--- src/rtl/core/qslp_isqrt.sv ---
// qslp_isqrt: pipelined floor square root, one result bit per stage.
// Carries a sideband word alongside. Depends on nothing.
`timescale 1ns / 1ps

module qslp_isqrt #(
  parameter int IN_W   = 64,
  parameter int SIDE_W = 1
) (
  input  logic                clk,
  input  logic                rst,
  input  logic                in_valid,
  input  logic [IN_W-1:0]     in_val,
  input  logic [SIDE_W-1:0]   in_side,
  output logic                out_valid,
  output logic [IN_W/2-1:0]   out_root,
  output logic [SIDE_W-1:0]   out_side
);

  localparam int STG = IN_W / 2;

  logic              vld  [STG];
  logic [IN_W-1:0]   rem  [STG];
  logic [IN_W-1:0]   root [STG];
  logic [SIDE_W-1:0] side [STG];

  for (genvar k = 0; k < STG; k++) begin : g_stg
    localparam logic [IN_W:0] BIT = (IN_W+1)'(1) << (IN_W - 2 - 2*k);
    logic              vld_in;
    logic [IN_W-1:0]   rem_in;
    logic [IN_W-1:0]   root_in;
    logic [SIDE_W-1:0] side_in;
    logic [IN_W:0]     trial;

    if (k == 0) begin : g_first
      assign vld_in  = in_valid;
      assign rem_in  = in_val;
      assign root_in = '0;
      assign side_in = in_side;
    end else begin : g_rest
      assign vld_in  = vld[k-1];
      assign rem_in  = rem[k-1];
      assign root_in = root[k-1];
      assign side_in = side[k-1];
    end

    assign trial = {1'b0, root_in} + BIT;

    always_ff @(posedge clk) begin
      if (rst) begin
        vld[k] <= 1'b0;
      end else begin
        vld[k] <= vld_in;
      end
    end

    always_ff @(posedge clk) begin
      side[k] <= side_in;
      if ({1'b0, rem_in} >= trial) begin
        rem[k]  <= rem_in - trial[IN_W-1:0];
        root[k] <= (root_in >> 1) + BIT[IN_W-1:0];
      end else begin
        rem[k]  <= rem_in;
        root[k] <= root_in >> 1;
      end
    end
  end

  assign out_valid = vld[STG-1];
  assign out_root  = root[STG-1][STG-1:0];
  assign out_side  = side[STG-1];

endmodule

--- config.mk ---
export PLATFORM = sky130hd
export DESIGN_NAME = qslp_isqrt
export DESIGN_NICKNAME = d
export VERILOG_FILES = /design/src/rtl/core/qslp_isqrt.sv
export SDC_FILE = /design/constraint.sdc
export NUM_CORES = 2
export LEC_CHECK = 0
export ABC_AREA = 0
export BUFFER_PORTS_ARGS = -buffer_cell sky130_fd_sc_hd__buf_2
export CORE_MARGIN = 2
export CORE_UTILIZATION = 45
export DETAILED_ROUTE_END_ITERATION = 12
export SLEW_MARGIN = 15
export SYNTH_ARGS = -nofsm -noshare
export SYNTH_HDL_FRONTEND = slang
export SYNTH_MEMORY_MAX_BITS = 65536
export SYNTH_SLANG_ARGS = --single-unit
--- constraint.sdc ---
create_clock -name clk -period 3.8 [get_ports clk]
set_input_delay 0.38 -clock clk [delete_from_list [all_inputs] [get_ports clk]]
set_output_delay 0.38 -clock clk [all_outputs]
set_load 0.005 [all_outputs]
* Yosys cells after proc, flatten, opt, wreduce, memory -nomap -nowiden
Memories as Yosys holds them, arrays and structs flattened.
Index checks and enable logic that the tools add are counted.
** Word-level totals
- Word-level logic and storage cells :: 421
- RAM bits :: 4160
- Input port bits :: 68
- Memories :: 4
- Register bits :: 0
- Output and inout bits :: 34
** Memory list
- rem :: words 32, bits a word 64, read ports 31, clocked after memory_dff 0, write ports 32, RTL line 22 : logic [IN_W-1:0] rem [STG];
- root :: words 32, bits a word 64, read ports 32, clocked after memory_dff 0, write ports 32, RTL line 23 : logic [IN_W-1:0] root [STG];
- side :: words 32, bits a word 1, read ports 32, clocked after memory_dff 0, write ports 32, RTL line 24 : logic [SIDE_W-1:0] side [STG];
- vld :: words 32, bits a word 1, read ports 32, clocked after memory_dff 0, write ports 32, RTL line 21 : logic vld [STG];
** Operators by class
- Muxes and demuxes :: 195
- Magnitude comparators :: 32
- Bitwise logic cells :: 96
- Add/subtract/negate cells :: 94
** Operator list (count)
- 64-bit 2-to-1 mux :: 64
- 64-bit by 65-bit greater-or-equal comparator with 1-bit output :: 31
- 64-bit subtractor :: 31
- 1-bit 2-to-1 mux :: 131
- 1-bit bitwise OR :: 96
- 64-bit by 1-bit adder with 65-bit output (second input constant) :: 1
- 64-bit by 11-bit adder with 65-bit output (second input constant) :: 1
- 64-bit by 13-bit adder with 65-bit output (second input constant) :: 1
- 64-bit by 15-bit adder with 65-bit output (second input constant) :: 1
- 64-bit by 17-bit adder with 65-bit output (second input constant) :: 1
- 64-bit by 19-bit adder with 65-bit output (second input constant) :: 1
- 64-bit by 21-bit adder with 65-bit output (second input constant) :: 1
- 64-bit by 23-bit adder with 65-bit output (second input constant) :: 1
- 64-bit by 25-bit adder with 65-bit output (second input constant) :: 1
- 64-bit by 27-bit adder with 65-bit output (second input constant) :: 1
- 64-bit by 29-bit adder with 65-bit output (second input constant) :: 1
- 64-bit by 3-bit adder with 65-bit output (second input constant) :: 1
- 64-bit by 31-bit adder with 65-bit output (second input constant) :: 1
- 64-bit by 33-bit adder with 65-bit output (second input constant) :: 1
- 64-bit by 35-bit adder with 65-bit output (second input constant) :: 1
- 64-bit by 37-bit adder with 65-bit output (second input constant) :: 1
- 64-bit by 39-bit adder with 65-bit output (second input constant) :: 1
- 64-bit by 41-bit adder with 65-bit output (second input constant) :: 1
- 64-bit by 43-bit adder with 65-bit output (second input constant) :: 1
- 45 further kinds :: 45

* Longest topological paths before layout
An unclocked memory read counts as a cell.
- Depth after elaboration :: 6
- Gate-level depth with buffers :: 16
- Gate-level depth less buffers :: 14

* Least setup slack after synthesis
Ideal clock, no wire load.
- Path kind :: flip-flop to flip-flop
- Start :: mem root[28][15] (netlist: root[1][783])
- End :: mem rem[29][51] (netlist: rem[14][115])
- Arrival time :: 3.188 ns
- Buffers on the path :: 3
- Library setup time :: 0.118 ns
- Data required time :: 3.682 ns
- Clock period less this slack :: 3.306 ns
- Path slack :: 0.494 ns
- Stages on the path, launching flop included :: 16
- Cell sequence :: dfxtp_1 -> inv_1 -> ha_1 -> clkbuf_1 -> nand2_1 -> o21bai_1 -> o21ai_0 -> a21o_1 -> o311ai_2 -> a31oi_2 -> a211o_1 -> buf_2 -> or2_1 -> buf_2 -> or3b_1 -> xnor2_1
** RTL lines (RTL line)
- start: declaration :: 23
- end: declaration :: 22

==> out/qor.yml <==
synth_ff_type: "dfxtp_1"
worstPathMaxFanout: 11
vias_per_cell: 5.32
crit_chain: "inv_1, ha_1, o21ai_0, a21oi_1, o211ai_1, a21boi_0, o21a_1, and3b_1, a211oi_4, buf_4, inv_1, mux2_2"
yosys.area_share.simple_pct: 15.4
final_cell_mix: "2576 x dfxtp_1, 701 x inv_1, 662 x nand2_1"
finalWirelength_um: 262000
place_inst: 12700
clk_latency_ns: 0.92
ant_nets: 0
synth_top_family_by_area: "simple AND/OR/NAND/NOR gates"
p_int_mw: 59.5
netlist_area_um2: 97300
cp.buffers_inverters: 3
cts_buffers: 285
status: "complete, no violations"
pwr-share-seq_pct: 44.1
layout.cells.non_filler: 13300
hpwl_um: 208000
m1WireLength_um: 122000
cts_tree: "yes"
synthDistinctLibCells: 108
crit_type: "flop to flop"
layout-drive-gt1-share_pct: 9.60
period_needed_ns: 3.68
cpLargestDelayFamily: "compound AO/OA/AOI/OAI gates"
grt_pass1_vias: 69200
rows: 170
ir_drop_mv: 0.537
postSynth.asyncResetShare_pct: 0
swShare_pct: 32.6
drv_cap: 0
synth_cells: 9723
grt_pass1_wl_um: 401000
setup_viol: 0
cp_slowest_cell: "a21boi_0"
drtPass1Iterations: 5
synth_fa_ha_area_share_pct: 7.18
ios: 102
synth_compound_area_share_pct: 11.9
area_growth_syn_to_layout_pct: 16.0
worstPathRequired_ns: 4.55
start_util_pct: 45.3
cts_sinks: 2576
cts_root_buf: "clkbuf_16"
hp-class: "primary input to flop"
fin_nets: 10800
synthMuxAreaShare_pct: 1.12
die_height_um: 469
synthXorXnorAreaFrac_pct: 7.79
hold_viol: 0
grt_max_degree: 62
vias: 70500
avgSynthCellArea_um2: 10.0
h-tree-depth: 5
grt-ovfl-total: 0
wl_met3_um: 13100
fmax_mhz: 272
clockBufferDepth: 4
finalSetupTns_ns: 0
cpMostUsedCell: "inv_1"
place_congestion: 0.910
synth_edf_count: 0
relSlewSlack_pct: 35.7
rsz0062_at_grt: "no"
ys_ff_latch: 2576
tightest_slew_ns: 0.957
placeableCoreArea_um2: 215000
wire_per_inst_um: 19.8
drtIter0Drc: 5067
port_buffers: 101
grt_use_total_pct: 23.3
leakage_nw: 51.9
cpPeakStageDelay_ns: 0.52
timing.final.crit_share_pct: 96.9
layout_commonest_cell: "dfxtp_1"
clkTransAtPathRegs_ns: 0.06
fin_skew_ns: 0.0855
fp.dieArea_um2: 220000
met2_length_um: 120000
drc: 0
fill_cells: 19200
ys_seq_area_share_pct: 53.0
antenna_found_initial: 18
power_frac_clock_pct: 31.2
cp.arrival_ns: 4.43
powerDensity_nw_per_um2: 782
top_layer_used: "met4"
slew_viol_final: 0
die_width_um: 469
syn_nets: 10300
startpoint_type: "flop"
endpoint_kind: "flop"
ys_warn_count: 0
p_switching_mw: 28.8
comb_power_share_pct: 24.7
path summary, 6_finish.rpt:
check                        from              endpoint  slack (ns)  cells past startpoint
min reg2reg  root[0][690]$_DFF_P_  root[0][753]$_DFF_P_        0.31                      0
max           root[1][92]$_DFF_P_    rem[9][39]$_DFF_P_        0.12                     12
max reg2reg   root[1][92]$_DFF_P_    rem[9][39]$_DFF_P_        0.12                     12
min                    in_val[10]    rem[0][10]$_DFF_P_        0.06                      2
cells in the mapped netlist, types with 45 or more instances:
cell type / n / share of area, %
o21a_1: 123 / 0.95
nand3_1: 150 / 0.77
a21o_1: 272 / 2.1
dfxtp_1: 2576 / 53
or2_2: 46 / 0.30
nor2_1: 567 / 2.2
nor2b_1: 118 / 0.76
mux2_2: 79 / 0.91
o31ai_1: 58 / 0.45
and3_1: 45 / 0.29
or3_1: 99 / 0.64
nand2_1: 663 / 2.6
ha_1: 558 / 7.2
a21oi_1: 553 / 2.8
inv_1: 701 / 2.7
xnor2_1: 423 / 3.8
clkbuf_1: 180 / 0.69
xor2_1: 442 / 4.0
or4_1: 78 / 0.60
nor4_1: 353 / 2.3
o21ai_0: 458 / 2.4
nor3_1: 276 / 1.4
a31oi_1: 54 / 0.35
nand2b_1: 110 / 0.71
nand4_1: 152 / 0.98
cell type report:
type                       instances  area (um2)  area share, %
antenna                           18        45.0         0.0399
clock buffer                     378        8070           7.15
multi-input combinational       6232       42500           37.7
clock inverter                   104        1370           1.22
timing repair buffer             405        3060           2.72
sequential                      2576       51600           45.7
inverter                         706        2650           2.35
tap                             2838        3550           3.15
logic make-up after synthesis:
logic type	count (synthesis)
simple gates	2863
flops	2576
compound gates	1847
buf+inv	915
xor+xnor	865
fa+ha+maj	558
mux	99
registers in the layout, indices dropped and copies added (netlist names):
name / cells
rem: 1984
root: 528
side: 32
vld: 32
power by group through the flow:
stage | combinational (mW) | sequential, mW | clock, mW
5_1_grt | 24.2 | 39.5 | 29.2
3_3_place_gp | 21.2 | 39.5 | 0
4_1_cts | 21.6 | 38.9 | 28.1
6_report | 21.8 | 38.9 | 27.6
2_1_floorplan | 16.1 | 36.6 | 0
3_5_place_dp | 21.4 | 39.5 | 0
per-stage QoR:
stage	hold WS, ns	area (um2)	util, %	total power, mW	setup WS (ns)
floorplan	0.310	97300	-	52.7	0.494
global placement	0.310	102000	47.7	60.7	-0.295
detailed placement	0.312	102000	47.7	60.9	-0.218
CTS	0.000450	113000	52.5	88.7	0.0537
global route	0.0271	113000	52.5	92.9	0.00385
finish	0.0564	113000	52.6	88.2	0.117
routing by layer:
layer,global-route usage [%],vias to the layer above
met1,32.1,33600
met4,6.65,0
met2,38.2,1630
met5,0,-
met3,3.15,435
li1,-,34900
repair_timing:
item | in CTS | in global routing
pin swaps | 0 | 1
resized for setup | 6 | 24
buffers inserted | 0 | 1
hold endpoints to repair | 98 | 0
hold buffers | 75 | 0
setup endpoints to repair | 38 | 55
Power figures use the tool's default switching activity.
